==> config.mk <==
export PLATFORM = sky130hd
export DESIGN_NAME = dct8x8_quantizer
export DESIGN_NICKNAME = d
export VERILOG_FILES = /design/src/rtl/core/dctq_pkg.sv /design/src/rtl/core/dctq_front.sv /design/src/rtl/core/dctq_queue.sv /design/src/rtl/core/dctq_back.sv /design/src/rtl/core/dct8x8_quantizer.sv
export SDC_FILE = /design/constraint.sdc
export NUM_CORES = 2
export LEC_CHECK = 0
export BUFFER_PORTS_ARGS = -buffer_cell sky130_fd_sc_hd__buf_2
export CORE_MARGIN = 1
export CORE_UTILIZATION = 30
export CTS_CLUSTER_DIAMETER = 50
export CTS_CLUSTER_SIZE = 14
export DETAILED_ROUTE_END_ITERATION = 7
export SYNTH_ARGS = -nofsm -noshare
export SYNTH_HDL_FRONTEND = slang
export SYNTH_SLANG_ARGS = --single-unit
==> constraint.sdc <==
create_clock -name clk -period 12.2 [get_ports clk]
set_input_delay 3.66 -clock clk [delete_from_list [all_inputs] [get_ports clk]]
set_output_delay 3.66 -clock clk [all_outputs]
set_load 0.01 [all_outputs]
==> src/rtl/core/dctq_pkg.sv <==
// ----------------------------------------------------------------------------
// dctq_pkg
// Shared types, sizes and the fixed-point DCT basis for the 8x8 quantizer.
// ----------------------------------------------------------------------------
package dctq_pkg;

    localparam int BLOCK_DIM       = 8;
    localparam int BASIS_FRAC_BITS = 14;
    localparam int BLOCK_AREA      = BLOCK_DIM * BLOCK_DIM;
    localparam int UW              = $clog2(BLOCK_DIM);
    localparam int AW              = $clog2(BLOCK_AREA);
    localparam int BW              = BASIS_FRAC_BITS + 2;
    localparam int TW              = 8 + BASIS_FRAC_BITS + UW + 1;
    localparam int PW              = TW + BW;
    localparam int YW              = PW + UW;
    localparam int NW              = $clog2(255 * BLOCK_DIM + 2) + 1;
    localparam int QDEPTH          = 4;
    localparam int QAW             = $clog2(QDEPTH);
    localparam int COEF_MAX        = 2047;
    localparam int COEF_MIN_MAG    = 2048;

    localparam logic CMD_LOAD  = 1'b0;
    localparam logic CMD_PIXEL = 1'b1;
    localparam logic TOK_LOAD  = 1'b0;
    localparam logic TOK_BLOCK = 1'b1;

    typedef struct packed {
        logic          kind;
        logic          bank;
        logic [AW-1:0] index;
        logic [7:0]    step;
    } token_t;

    typedef struct packed {
        logic          bank;
        logic [AW-1:0] index;
    } pix_addr_t;

    typedef struct packed {
        logic en;
        logic bank;
    } bank_rel_t;

    typedef logic signed [BW-1:0] basis_tbl_t [BLOCK_AREA];

    function automatic logic [63:0] isqrt64(input logic [63:0] v_in);
        logic [63:0] v;
        logic [63:0] res;
        logic [63:0] bit_w;
        v     = v_in;
        res   = 64'd0;
        bit_w = 64'd1 << 62;
        for (int i = 0; i < 32; i++)
        begin
            if (bit_w > v)
                bit_w = bit_w >> 2;
        end
        for (int i = 0; i < 32; i++)
        begin
            if (bit_w != 64'd0)
            begin
                if (v >= res + bit_w)
                begin
                    v   = v - (res + bit_w);
                    res = (res >> 1) + bit_w;
                end
                else
                begin
                    res = res >> 1;
                end
                bit_w = bit_w >> 2;
            end
        end
        return res;
    endfunction

    function automatic longint cos_q30(input int k);
        logic [63:0] x;
        logic [63:0] x2;
        logic [63:0] term;
        longint      sum;
        x    = (64'd3373259426 * 64'(k)) / 64'(2 * BLOCK_DIM);
        x2   = (x * x) >> 30;
        term = 64'd1 << 30;
        sum  = longint'(64'd1 << 30);
        for (int n = 1; n <= 12; n++)
        begin
            term = ((term * x2) >> 30) / 64'((2 * n - 1) * (2 * n));
            if (n % 2 == 1)
                sum = sum - longint'(term);
            else
                sum = sum + longint'(term);
        end
        return sum;
    endfunction

    function automatic basis_tbl_t build_basis();
        basis_tbl_t  tbl;
        int          m;
        longint      c;
        longint      val;
        logic [63:0] alpha;
        logic [63:0] mag;
        logic [63:0] p;
        int          shift;
        shift = 60 - BASIS_FRAC_BITS;
        for (int u = 0; u < BLOCK_DIM; u++)
        begin
            alpha = isqrt64(((u == 0) ? (64'd1 << 60) : (64'd2 << 60)) / 64'(BLOCK_DIM));
            for (int k = 0; k < BLOCK_DIM; k++)
            begin
                m = ((2 * k + 1) * u) % (4 * BLOCK_DIM);
                if (m <= BLOCK_DIM)
                    c = cos_q30(m);
                else if (m <= 2 * BLOCK_DIM)
                    c = -cos_q30(2 * BLOCK_DIM - m);
                else if (m <= 3 * BLOCK_DIM)
                    c = -cos_q30(m - 2 * BLOCK_DIM);
                else
                    c = cos_q30(4 * BLOCK_DIM - m);
                mag = (c < 0) ? 64'(-c) : 64'(c);
                p   = alpha * mag;
                p   = (p + (64'd1 << (shift - 1))) >> shift;
                val = (c < 0) ? -longint'(p) : longint'(p);
                tbl[u * BLOCK_DIM + k] = val[BW-1:0];
            end
        end
        return tbl;
    endfunction

    localparam basis_tbl_t BASIS = build_basis();

endpackage

==> src/rtl/core/dctq_front.sv <==
// ----------------------------------------------------------------------------
// dctq_front
// Accepts requests, stores pixels into two block banks and queues tokens.
// ----------------------------------------------------------------------------
module dctq_front
    import dctq_pkg::*;
(
    input  logic       clk,
    input  logic       rst_n,
    input  logic       start,
    input  logic       command,
    input  logic [5:0] table_index,
    input  logic [7:0] quant_step,
    input  logic [7:0] pixel,
    input  logic       q_full,
    input  bank_rel_t  rel,
    input  pix_addr_t  rd_addr,
    output logic [7:0] rd_data,
    output logic       busy,
    output logic       push,
    output token_t     push_tok
);

    logic [AW-1:0] pixel_count_reg, pixel_count_next;
    logic          wr_bank_reg, wr_bank_next;
    logic [1:0]    bank_busy_reg, bank_busy_next;
    logic [7:0]    pix_mem [2*BLOCK_AREA];
    logic          accept;
    logic          is_pixel;
    logic          block_end;

    assign busy      = q_full | bank_busy_reg[wr_bank_reg];
    assign accept    = start & ~busy;
    assign is_pixel  = (command == CMD_PIXEL);
    assign block_end = is_pixel && (pixel_count_reg == AW'(BLOCK_AREA - 1));
    assign push      = accept & (~is_pixel | block_end);

    always_comb
    begin
        push_tok.kind  = is_pixel ? TOK_BLOCK : TOK_LOAD;
        push_tok.bank  = wr_bank_reg;
        push_tok.index = table_index[AW-1:0];
        push_tok.step  = (quant_step == 8'd0) ? 8'd1 : quant_step;
    end

    always_comb
    begin
        pixel_count_next = pixel_count_reg;
        wr_bank_next     = wr_bank_reg;
        bank_busy_next   = bank_busy_reg;
        if (rel.en)
            bank_busy_next[rel.bank] = 1'b0;
        if (accept && is_pixel)
        begin
            if (block_end)
            begin
                pixel_count_next            = '0;
                wr_bank_next                = ~wr_bank_reg;
                bank_busy_next[wr_bank_reg] = 1'b1;
            end
            else
            begin
                pixel_count_next = pixel_count_reg + AW'(1);
            end
        end
    end

    always_ff @(posedge clk or negedge rst_n)
    begin
        if (!rst_n)
        begin
            pixel_count_reg <= '0;
            wr_bank_reg     <= 1'b0;
            bank_busy_reg   <= '0;
        end
        else
        begin
            pixel_count_reg <= pixel_count_next;
            wr_bank_reg     <= wr_bank_next;
            bank_busy_reg   <= bank_busy_next;
        end
    end

    always_ff @(posedge clk)
    begin
        if (accept && is_pixel)
            pix_mem[{wr_bank_reg, pixel_count_reg}] <= pixel;
        rd_data <= pix_mem[{rd_addr.bank, rd_addr.index}];
    end

endmodule

==> src/rtl/core/dctq_queue.sv <==
// ----------------------------------------------------------------------------
// dctq_queue
// Short token FIFO between front and back.
// ----------------------------------------------------------------------------
module dctq_queue
    import dctq_pkg::*;
(
    input  logic   clk,
    input  logic   rst_n,
    input  logic   push,
    input  token_t push_tok,
    input  logic   pop,
    output token_t head_tok,
    output logic   empty,
    output logic   full
);

    logic [QAW:0]   count_reg, count_next;
    logic [QAW-1:0] wr_ptr_reg, wr_ptr_next;
    logic [QAW-1:0] rd_ptr_reg, rd_ptr_next;
    token_t         slots [QDEPTH];
    logic           do_push;
    logic           do_pop;

    assign empty    = (count_reg == '0);
    assign full     = (count_reg == (QAW+1)'(QDEPTH));
    assign do_push  = push & ~full;
    assign do_pop   = pop & ~empty;
    assign head_tok = slots[rd_ptr_reg];

    always_comb
    begin
        wr_ptr_next = do_push ? wr_ptr_reg + QAW'(1) : wr_ptr_reg;
        rd_ptr_next = do_pop ? rd_ptr_reg + QAW'(1) : rd_ptr_reg;
        count_next  = count_reg + (QAW+1)'(do_push) - (QAW+1)'(do_pop);
    end

    always_ff @(posedge clk or negedge rst_n)
    begin
        if (!rst_n)
        begin
            count_reg  <= '0;
            wr_ptr_reg <= '0;
            rd_ptr_reg <= '0;
        end
        else
        begin
            count_reg  <= count_next;
            wr_ptr_reg <= wr_ptr_next;
            rd_ptr_reg <= rd_ptr_next;
        end
    end

    always_ff @(posedge clk)
    begin
        if (do_push)
            slots[wr_ptr_reg] <= push_tok;
    end

endmodule

==> src/rtl/core/dctq_back.sv <==
// ----------------------------------------------------------------------------
// dctq_back
// Runs table loads and block jobs: row pass, column pass, rounding divide.
// ----------------------------------------------------------------------------
module dctq_back
    import dctq_pkg::*;
(
    input  logic              clk,
    input  logic              rst_n,
    input  logic              empty,
    input  token_t            head_tok,
    output logic              pop,
    output pix_addr_t         rd_addr,
    input  logic [7:0]        rd_data,
    output bank_rel_t         rel,
    output logic              valid,
    output logic signed [11:0] coefficient,
    output logic [5:0]        position,
    output logic              last
);

    localparam logic [2:0] ST_IDLE = 3'd0;
    localparam logic [2:0] ST_ROW  = 3'd1;
    localparam logic [2:0] ST_COL  = 3'd2;
    localparam logic [2:0] ST_ABS  = 3'd3;
    localparam logic [2:0] ST_RND  = 3'd4;
    localparam logic [2:0] ST_DIV  = 3'd5;
    localparam int         CW      = $clog2(NW);

    function automatic logic [AW-1:0] flat(input logic [UW-1:0] r, input logic [UW-1:0] c);
        return AW'(int'(r) * BLOCK_DIM + int'(c));
    endfunction

    logic [2:0]           state_reg, state_next;
    logic                 bank_reg, bank_next;
    logic [UW-1:0]        u_reg, u_next;
    logic [UW-1:0]        v_reg, v_next;
    logic [UW-1:0]        k_reg, k_next;
    logic                 issuing_reg, issuing_next;
    logic                 s1_reg, s1_next;
    logic                 s1_last_reg, s1_last_next;
    logic                 s2_reg, s2_next;
    logic                 s2_last_reg, s2_last_next;
    logic signed [YW-1:0] acc_reg, acc_next;
    logic signed [YW-1:0] y_reg, y_next;
    logic                 neg_reg, neg_next;
    logic [YW-1:0]        mag_reg, mag_next;
    logic [NW-1:0]        n_reg, n_next;
    logic [8:0]           rem_reg, rem_next;
    logic [CW-1:0]        cnt_reg, cnt_next;
    logic                 valid_reg, valid_next;
    logic signed [11:0]   coef_reg, coef_next;
    logic [5:0]           pos_reg, pos_next;
    logic                 last_reg, last_next;

    logic signed [BW-1:0] b_reg;
    logic signed [TW-1:0] t_rd_reg;
    logic signed [PW-1:0] prod_reg;
    logic signed [TW-1:0] t_mem [BLOCK_AREA];
    logic [7:0]           q_mem [BLOCK_AREA];
    logic [BLOCK_AREA-1:0] qvalid_reg;
    logic [7:0]           q_rd_reg;
    logic                 qv_rd_reg;
    logic [7:0]           q_eff;

    logic                 t_we;
    logic                 q_we;
    logic [AW-1:0]        bidx;
    logic [AW-1:0]        taddr;
    logic [AW-1:0]        elem;
    logic signed [TW-1:0] op_a;
    logic signed [PW-1:0] prod;
    logic signed [YW-1:0] acc_sum;
    logic [8:0]           trial;
    logic                 ge;
    logic [NW-1:0]        quo;
    logic                 elem_last;

    assign elem      = flat(u_reg, v_reg);
    assign elem_last = (u_reg == UW'(BLOCK_DIM - 1)) && (v_reg == UW'(BLOCK_DIM - 1));
    assign bidx      = (state_reg == ST_COL) ? flat(v_reg, k_reg) : flat(u_reg, k_reg);
    assign taddr     = flat(u_reg, k_reg);
    assign rd_addr.bank  = bank_reg;
    assign rd_addr.index = flat(k_reg, v_reg);
    assign op_a      = (state_reg == ST_COL) ? t_rd_reg : TW'($signed({1'b0, rd_data}));
    assign prod      = op_a * b_reg;
    assign acc_sum   = acc_reg + YW'(prod_reg);
    assign q_eff     = qv_rd_reg ? q_rd_reg : 8'd1;
    assign trial     = {rem_reg[7:0], n_reg[NW-1]};
    assign ge        = (trial >= {1'b0, q_eff});
    assign quo       = {n_reg[NW-2:0], ge};
    assign q_we      = pop && (head_tok.kind == TOK_LOAD);

    always_comb
    begin
        state_next   = state_reg;
        bank_next    = bank_reg;
        u_next       = u_reg;
        v_next       = v_reg;
        k_next       = k_reg;
        issuing_next = issuing_reg;
        s1_next      = issuing_reg && (state_reg == ST_ROW || state_reg == ST_COL);
        s1_last_next = issuing_reg && (k_reg == UW'(BLOCK_DIM - 1));
        s2_next      = s1_reg;
        s2_last_next = s1_last_reg;
        acc_next     = acc_reg;
        y_next       = y_reg;
        neg_next     = neg_reg;
        mag_next     = mag_reg;
        n_next       = n_reg;
        rem_next     = rem_reg;
        cnt_next     = cnt_reg;
        valid_next   = 1'b0;
        coef_next    = coef_reg;
        pos_next     = pos_reg;
        last_next    = last_reg;
        pop          = 1'b0;
        t_we         = 1'b0;
        rel.en       = 1'b0;
        rel.bank     = bank_reg;
        case (state_reg)
            ST_IDLE:
            begin
                if (!empty)
                begin
                    pop = 1'b1;
                    if (head_tok.kind == TOK_BLOCK)
                    begin
                        bank_next    = head_tok.bank;
                        u_next       = '0;
                        v_next       = '0;
                        k_next       = '0;
                        acc_next     = '0;
                        issuing_next = 1'b1;
                        state_next   = ST_ROW;
                    end
                end
            end
            ST_ROW, ST_COL:
            begin
                if (issuing_reg)
                begin
                    if (k_reg == UW'(BLOCK_DIM - 1))
                    begin
                        k_next       = '0;
                        issuing_next = 1'b0;
                    end
                    else
                    begin
                        k_next = k_reg + UW'(1);
                    end
                end
                if (s2_reg)
                begin
                    if (s2_last_reg)
                    begin
                        acc_next = '0;
                        if (state_reg == ST_ROW)
                        begin
                            t_we         = 1'b1;
                            issuing_next = 1'b1;
                            if (elem_last)
                            begin
                                u_next     = '0;
                                v_next     = '0;
                                rel.en     = 1'b1;
                                state_next = ST_COL;
                            end
                            else if (v_reg == UW'(BLOCK_DIM - 1))
                            begin
                                v_next = '0;
                                u_next = u_reg + UW'(1);
                            end
                            else
                            begin
                                v_next = v_reg + UW'(1);
                            end
                        end
                        else
                        begin
                            y_next     = acc_sum;
                            state_next = ST_ABS;
                        end
                    end
                    else
                    begin
                        acc_next = acc_sum;
                    end
                end
            end
            ST_ABS:
            begin
                neg_next   = y_reg[YW-1];
                mag_next   = y_reg[YW-1] ? YW'(-y_reg) : YW'(y_reg);
                state_next = ST_RND;
            end
            ST_RND:
            begin
                n_next     = NW'((mag_reg + (YW'(q_eff) << (2 * BASIS_FRAC_BITS - 1)))
                                 >> (2 * BASIS_FRAC_BITS));
                rem_next   = '0;
                cnt_next   = '0;
                state_next = ST_DIV;
            end
            ST_DIV:
            begin
                rem_next = ge ? (trial - {1'b0, q_eff}) : trial;
                n_next   = quo;
                cnt_next = cnt_reg + CW'(1);
                if (cnt_reg == CW'(NW - 1))
                begin
                    valid_next = 1'b1;
                    pos_next   = 6'(elem);
                    last_next  = elem_last;
                    if (neg_reg)
                        coef_next = (int'(quo) > COEF_MIN_MAG) ? 12'sh800 : 12'(-int'(quo));
                    else
                        coef_next = (int'(quo) > COEF_MAX) ? 12'sh7FF : 12'(quo);
                    if (elem_last)
                    begin
                        u_next     = '0;
                        v_next     = '0;
                        state_next = ST_IDLE;
                    end
                    else
                    begin
                        issuing_next = 1'b1;
                        state_next   = ST_COL;
                        if (v_reg == UW'(BLOCK_DIM - 1))
                        begin
                            v_next = '0;
                            u_next = u_reg + UW'(1);
                        end
                        else
                        begin
                            v_next = v_reg + UW'(1);
                        end
                    end
                end
            end
            default:
            begin
                state_next = ST_IDLE;
            end
        endcase
    end

    always_ff @(posedge clk or negedge rst_n)
    begin
        if (!rst_n)
        begin
            state_reg   <= ST_IDLE;
            bank_reg    <= 1'b0;
            u_reg       <= '0;
            v_reg       <= '0;
            k_reg       <= '0;
            issuing_reg <= 1'b0;
            s1_reg      <= 1'b0;
            s1_last_reg <= 1'b0;
            s2_reg      <= 1'b0;
            s2_last_reg <= 1'b0;
            cnt_reg     <= '0;
            valid_reg   <= 1'b0;
            qvalid_reg  <= '0;
        end
        else
        begin
            state_reg   <= state_next;
            bank_reg    <= bank_next;
            u_reg       <= u_next;
            v_reg       <= v_next;
            k_reg       <= k_next;
            issuing_reg <= issuing_next;
            s1_reg      <= s1_next;
            s1_last_reg <= s1_last_next;
            s2_reg      <= s2_next;
            s2_last_reg <= s2_last_next;
            cnt_reg     <= cnt_next;
            valid_reg   <= valid_next;
            if (q_we)
                qvalid_reg[head_tok.index] <= 1'b1;
        end
    end

    always_ff @(posedge clk)
    begin
        acc_reg  <= acc_next;
        y_reg    <= y_next;
        neg_reg  <= neg_next;
        mag_reg  <= mag_next;
        n_reg    <= n_next;
        rem_reg  <= rem_next;
        coef_reg <= coef_next;
        pos_reg  <= pos_next;
        last_reg <= last_next;
        b_reg    <= BASIS[bidx];
        prod_reg <= prod;
        t_rd_reg <= t_mem[taddr];
        if (t_we)
            t_mem[elem] <= TW'(acc_sum);
        if (q_we)
            q_mem[head_tok.index] <= head_tok.step;
        q_rd_reg  <= q_mem[elem];
        qv_rd_reg <= qvalid_reg[elem];
    end

    assign valid       = valid_reg;
    assign coefficient = coef_reg;
    assign position    = pos_reg;
    assign last        = last_reg;

endmodule

==> src/rtl/core/dct8x8_quantizer.sv <==
// ----------------------------------------------------------------------------
// dct8x8_quantizer
// 8x8 orthonormal 2-D DCT with per-position rounding quantization.
// ----------------------------------------------------------------------------
// channel   direction  handshake          payload
// request   in         start & !busy      command, table_index, quant_step, pixel
// result    out        valid (one cycle)  coefficient, position, last
//
// Loads and pixels are taken on start & !busy, back to back while busy is low.
// Each block job runs in the shared multiply-accumulate unit: a row pass
// over all elements first, then for each element a column pass and the
// 12-step divider; one result comes out per element, after its divide.
// Two pixel banks let the next block load while one is transformed; busy
// rises when the token queue is full or the bank to be written is in use.
// Reset clears all control and the quantization table to all ones at once.
// ----------------------------------------------------------------------------
module dct8x8_quantizer
    import dctq_pkg::*;
(
    input  logic               clk,
    input  logic               rst_n,
    input  logic               start,
    output logic               busy,
    input  logic               command,
    input  logic [5:0]         table_index,
    input  logic [7:0]         quant_step,
    input  logic [7:0]         pixel,
    output logic               valid,
    output logic signed [11:0] coefficient,
    output logic [5:0]         position,
    output logic               last
);

    logic      push;
    token_t    push_tok;
    token_t    head_tok;
    logic      pop;
    logic      empty;
    logic      full;
    pix_addr_t rd_addr;
    logic [7:0] rd_data;
    bank_rel_t rel;

    dctq_front u_front (
        .clk         (clk),
        .rst_n       (rst_n),
        .start       (start),
        .command     (command),
        .table_index (table_index),
        .quant_step  (quant_step),
        .pixel       (pixel),
        .q_full      (full),
        .rel         (rel),
        .rd_addr     (rd_addr),
        .rd_data     (rd_data),
        .busy        (busy),
        .push        (push),
        .push_tok    (push_tok)
    );

    dctq_queue u_queue (
        .clk      (clk),
        .rst_n    (rst_n),
        .push     (push),
        .push_tok (push_tok),
        .pop      (pop),
        .head_tok (head_tok),
        .empty    (empty),
        .full     (full)
    );

    dctq_back u_back (
        .clk         (clk),
        .rst_n       (rst_n),
        .empty       (empty),
        .head_tok    (head_tok),
        .pop         (pop),
        .rd_addr     (rd_addr),
        .rd_data     (rd_data),
        .rel         (rel),
        .valid       (valid),
        .coefficient (coefficient),
        .position    (position),
        .last        (last)
    );

endmodule

Yosys cells after proc, flatten, opt, wreduce, memory -nomap -nowiden
Memories as Yosys holds them, arrays and structs flattened. A register that Yosys moved wholly into a read port is not among the register bits. Index checks and enable logic that the tools add are counted.

Output and inout port bits: 21. Flip-flop bits (word level): 316. Memory bits (read-only): 1024. Input bits: 26. Memory bits (writable): 3264. Memories kept: 5.

Memory list: u_back.t_mem (words 64, width 26, read ports 1, clocked after Yosys merged registers in 1, write ports 1, line dctq_back.sv:59) `logic signed [TW-1:0] t_mem [BLOCK_AREA];`; (no name shown) (words 64, width 16, read ports 1, clocked after Yosys merged registers in 1, write ports 0, line dctq_back.sv:296) `b_reg <= BASIS[bidx];`; u_front.pix_mem (words 128, width 8, read ports 1, clocked after Yosys merged registers in 1, write ports 1, line dctq_front.sv:27) `logic [7:0] pix_mem [2*BLOCK_AREA];`; u_back.q_mem (words 64, width 8, read ports 1, clocked after Yosys merged registers in 1, write ports 1, line dctq_back.sv:60) `logic [7:0] q_mem [BLOCK_AREA];`; u_queue.slots (words 4, width 16, read ports 1, clocked after Yosys merged registers in 0, write ports 1, line dctq_queue.sv:21) `token_t slots [QDEPTH];`.

Magnitude comparators: 10. Multipliers: 1. Equal/unequal tests: 20. Bitwise logic cells: 18. Muxes and demuxes: 91. Add/subtract/negate cells: 18. Reduce and logical (&&, ||, !) cells: 26.

Operators with widths (count): $mux W45 (4); $pmux W45 S2 (1); $mux W3 (23); $or A64 B64 Y64 (1); $add A45 B42 Y45 (1); $mul A26 B16 Y42 (1); $add A40 B35 Y40 (1); $mux W40 (1); $neg A40 Y40 (1); $mux W1 (37); $mux W12 (3); $mux W26 (1); $add A6 B3 Y6 (4); $mux W8 (3); $pmux W12 S2 (1); $eq A3 B3 Y1 const B (6); $pmux W3 S3 (2); $pmux W8 S2 (1); $pmux W3 S5 (1); $lt A6 B7 Y1 const B (2); $gt A12 B11 Y1 const B (1); $gt A12 B12 Y1 const B (1); $mux W6 (2); $ne A2 B1 Y1 const B (6); 45 further kinds (79).

Logic depth before layout (Yosys ltp)
Depth in word-level cells: 11. Mapped depth: 30. Depth with buffers taken out: 26.

Modules after synthesis
From an unflattened synthesis, not the netlist that was laid out.

Cells, all modules: 8529. Area, all modules: 154963.6 µm².

By module, submodules not included: dctq_back (sequential area each 73515.5 µm², area each 111994.9 µm², instances 1, cells an instance 6714); dctq_front (sequential area each 31134.9 µm², area each 40146.0 µm², instances 1, cells an instance 1690); dctq_queue (sequential area each 2097.0 µm², area each 2822.7 µm², instances 1, cells an instance 125).

Least setup slack after synthesis
No wires, ideal clock.

Path kind: flip-flop to flip-flop. Start point: reg u_back.state_reg[0]. End point: reg u_back.prod_reg[40]. Required time: 12.128 ns. Cell stages (with the launch flop): 29. Slack: 4.725 ns. Library setup time: 0.072 ns. Arrival time: 7.403 ns. Path through: dfrtp_1 buf_2 nor3b_1 buf_2 buf_2 clkbuf_1 and2_1 clkbuf_1 nand2_1 fa_1 fa_1 fa_1 inv_1 fa_1 fa_1 inv_1 fa_1 inv_1 ha_1 buf_4 and2_1 o211a_1 o21ai_0 a2111oi_0 a221oi_2 and4bb_1 nor2_1 o21ai_1 xor2_1.

Longest elaborated chain between the ends: 3.

RTL lines: start: declaration (line dctq_back.sv:34) `logic [2:0] state_reg, state_next;`; start signal: assignment (line dctq_back.sv:268) `state_reg <= state_next;`; $eq A3 B2 Y1 (line dctq_back.sv:85) `assign op_a = (state_reg == ST_COL) ? t_rd_reg : TW'($signed({1'b0, rd_data}));`; $mux W26 (line dctq_back.sv:85); $mul A26 B16 Y42 (line dctq_back.sv:86) `assign prod = op_a * b_reg;`; named net u_back.prod[40] (line dctq_back.sv:72) `logic signed [PW-1:0] prod;`; end signal: assignment (line dctq_back.sv:297) `prod_reg <= prod;`; end: declaration (line dctq_back.sv:58) `logic signed [PW-1:0] prod_reg;`.

The timed path passes the listed nets, and every way through them passes these cells. A chain may end at the register's enable or synchronous reset.

Final worst setup path
Start point: reg u_back.state_reg[2]. End point: reg u_back.prod_reg[40].

The elaborated chain is that of the path after synthesis.

==> metrics <==
Final TNS setup=0 ns; Largest regs=u_back.t_mem (1664), u_front.pix_mem (1024), u_back.q_mem (512); cell mode on critical path=fa_1; die span in x=720 um; CTS root buf=clkbuf_16; layout cells sized above 1=15.8%; Detailed Route Iter0 Violations=9652; Flop pwr share=55.3%; Final nets=slightly above 10000; adder-cell area share of the yosys netlist=between 6 and 7%; Post-DP Area=0.164 mm2; Die Height=about 720 um; synth cell count leaders=3403 x edfxtp_1, 546 x nand2_1, 519 x inv_1; max capacitance violation total=0; vias in the first global route=85728; fill count=48481; largest reg by FF count=u_back.t_mem; critical path class=flip-flop to flip-flop; critical path's largest stage delay=0.87 ns; clock tree buffer depth=4; initial antenna violation count=21; DRC viols=0; total CTS buffers=348; Lkg Pwr=57.5 nW; Synth top area share=66.1%; async set or reset register ratio after synthesis=2.86%; Fin Clk Skew=0.0307 ns; post-synthesis mux area share=8.82%; first-pass GRT wire length=614000 um; Avg WL per Cell=25.8 um; simple logic cell fraction of the synthesized area=5.07%; crit-path max FO=120; FMAX=~120 MHz; initial core utilization=approximately 30%; GRT overflow=0; Hold Fails Final Rpt=0; Die ar.=0.518 mm2; mapped cell area=0.154 mm2; ANT nets after route=0; minimum clock period=8.33 ns; iteration count of the initial detailed-routing pass=8; Synth Warn #=0; worst vdd ir=116 uV; max_slew headroom=5.44%; final worst path period share=68.3%; CTS tree=done; Worst Max-Slew Pin Slew=1.41 ns; Post-DP HPWL=251000 um; clock sink count=roughly 3600; top post-synthesis cells by area=edfxtp_1 66%, mux4_2 6.9%, fa_1 5.2%; Worst setup SP type=flip-flop; fin area=0.175 mm2; H-tree depth=5; Power Dens Cells=138 mW/mm2; Via Count=approximately 86000; HP Class=flip-flop to flip-flop; Cell variety after synth=between 80 and 90; Largest register FFs=roughly 1700; crit path capture type=flip-flop; CP max stage cell=buf_4; RSZ-0062 raised after global routing=no; Net Sw Frac=19.9%; Final Setup Violations=0; Synth Area in Compound Gates=6.94%; required time of the critical path=13.06 ns; status=finished, final reports clean; combinational share of power=less than 1%; Final Slew Violations=0; Post-CTS Setup Bufs=0; hold buffers post-CTS=0; clock slew at reported path FFs=0.06 ns; Cells after Synth=9407; num ports=47; clock latency at the later pin of the worst-skew pair=0.93 ns; Post-Synth XOR/XNOR Area=0.731%; placer congestion estimate=~0.85; CP Cell Sequence=nor3b_2 -> buf_4 -> and2_1 -> nand2_1 -> fa_1 -> fa_1 -> fa_1 -> inv_1 -> fa_1 -> fa_1 -> inv_1 -> fa_1 -> inv_1 -> ha_1 -> and2_1 -> o211a_1 -> o21ai_0 -> a2111oi_0 -> a221oi_2 -> and4bb_1 -> nor2_1 -> o21ai_1 -> xor2_1; Internal=~19 mW; DR vias/cell=5.21; Seq/Total Area, Yosys=between 60 and 70%; post-synthesis net count=10018; count leader, synth=edfxtp_1; port buffer count=46; Switch Pwr=4.83 mW; CP arrival=9.19 ns; total track usage=15.9%; post-CTS sizing=0; total wire length=427000 um; post-synthesis register bit count=3605; Post-synth EDFFs=around 3400; Area Growth Syn to Fin=13.3%; ys flop type=edfxtp_1; Synth area leader=edfxtp_1; Rows=around 260; clock power share=44.4%; Mean Syn Cell Area=16.4 um2; largest net degree at the start of global routing=121; largest family of logic cells by synthesized area=multiplexers; Core Box Area=a little over 0.5 mm2
[final timing paths]
kind,from,to,slack [ns],depth (start not counted)
max reg2reg,u_back.state_reg[2],u_back.prod_reg[40],3.87,23
max,u_back.state_reg[2],u_back.prod_reg[40],3.87,23
min in group asynchronous,rst_n,u_back.qvalid_reg[19],2.79,1
min,u_back.s1_reg,u_back.s2_reg,0.35,0
min reg2reg,u_back.s1_reg,u_back.s2_reg,0.35,0
max in group asynchronous,rst_n,u_back.k_reg[1],7.95,2
[power by group through the flow]
| stage | clock [mW] | combinational [mW] | sequential (mW) |
|---|---|---|---|
| after floorplan | 0 | 0.00158 | 13.7 |
| after global placement | 0 | 0.0761 | 13.7 |
| after detailed placement | 0 | 0.0787 | 13.7 |
| after CTS | 10.9 | 0.0787 | 13.4 |
| after global routing | 11.3 | 0.0833 | 13.4 |
| final | 10.8 | 0.0781 | 13.4 |
[logic make-up after synthesis]
family,count (synthesis)
flops,3605
fa+ha+maj,586
mux,764
buf+inv,1047
simple gates,1690
xor+xnor,129
compound gates,1586
[metrics by stage]
step                util [%]  hold slack (ns)  instances  power [mW]  worst slack, ns
finish                  34.1            0.354      16536        24.2             3.87
global route            34.1            0.351      16517        24.8             3.36
CTS                     34.1            0.347      16514        24.4             3.95
detailed placement      31.9            0.336      15925        13.7             3.96
global placement        31.9            0.333      15925        13.7             4.03
floorplan                  -            0.331       9407        13.7             4.73
[layer usage]
metal / vias up / share of wire, % / GRT usage, %
met1: 45172 / 42 / 22.1
met5: - / 0 / 0
li1: 36485 / - / -
met4: 0 / 2.8 / 4.32
met2: 3780 / 47 / 26.1
met3: 639 / 8.0 / 2.48
[worst max-delay path, delay by kind of cell (launching register included)]
kind / cells / cell delay [ns]
and+or+nand+nor: 6 / 1.57
adders and majority gates: 7 / 3.51
buffers and inverters: 4 / 1.02
DFF: 1 / 0.60
xor gates and xnor gates: 1 / 0.14
AOI/OAI and AO/OA: 5 / 1.36
[placed cells by master (no fill, tap or decap), drive strengths merged, types with 30 or more instances in the layout]
cell type and count:
edfxtp 3403, inv 565, nand2 547, nor2 505, mux4 473, clkbuf 433, fa 398, a22oi 360
a21oi 353, buf 285, o21ai 261, mux2i 243, ha 187, a221oi 128, and2 122, nand3 104
dfrtp 103, dfxtp 99, and3 98, xnor2 91, nand4 86, a22o 75, or2 72, clkinv 71
a31oi 58, o22ai 55, a21o 54, mux2 48, nor3 47, xor2 38, a211oi 35, nor2b 34
o221ai 30
[final cells by class]
class / count / area [um2] / area share, %
clock inverter: 156 / 1830 / 1.05
multi-input combinational: 4755 / 44500 / 25.4
antenna: 22 / 55.1 / 0.0314
timing repair buffer: 285 / 2220 / 1.27
inverter: 523 / 1970 / 1.12
sequential: 3605 / 107000 / 61.0
clock buffer: 433 / 9340 / 5.33
tap: 6757 / 8450 / 4.83
Note: power is estimated with default switching activity, not from simulation.
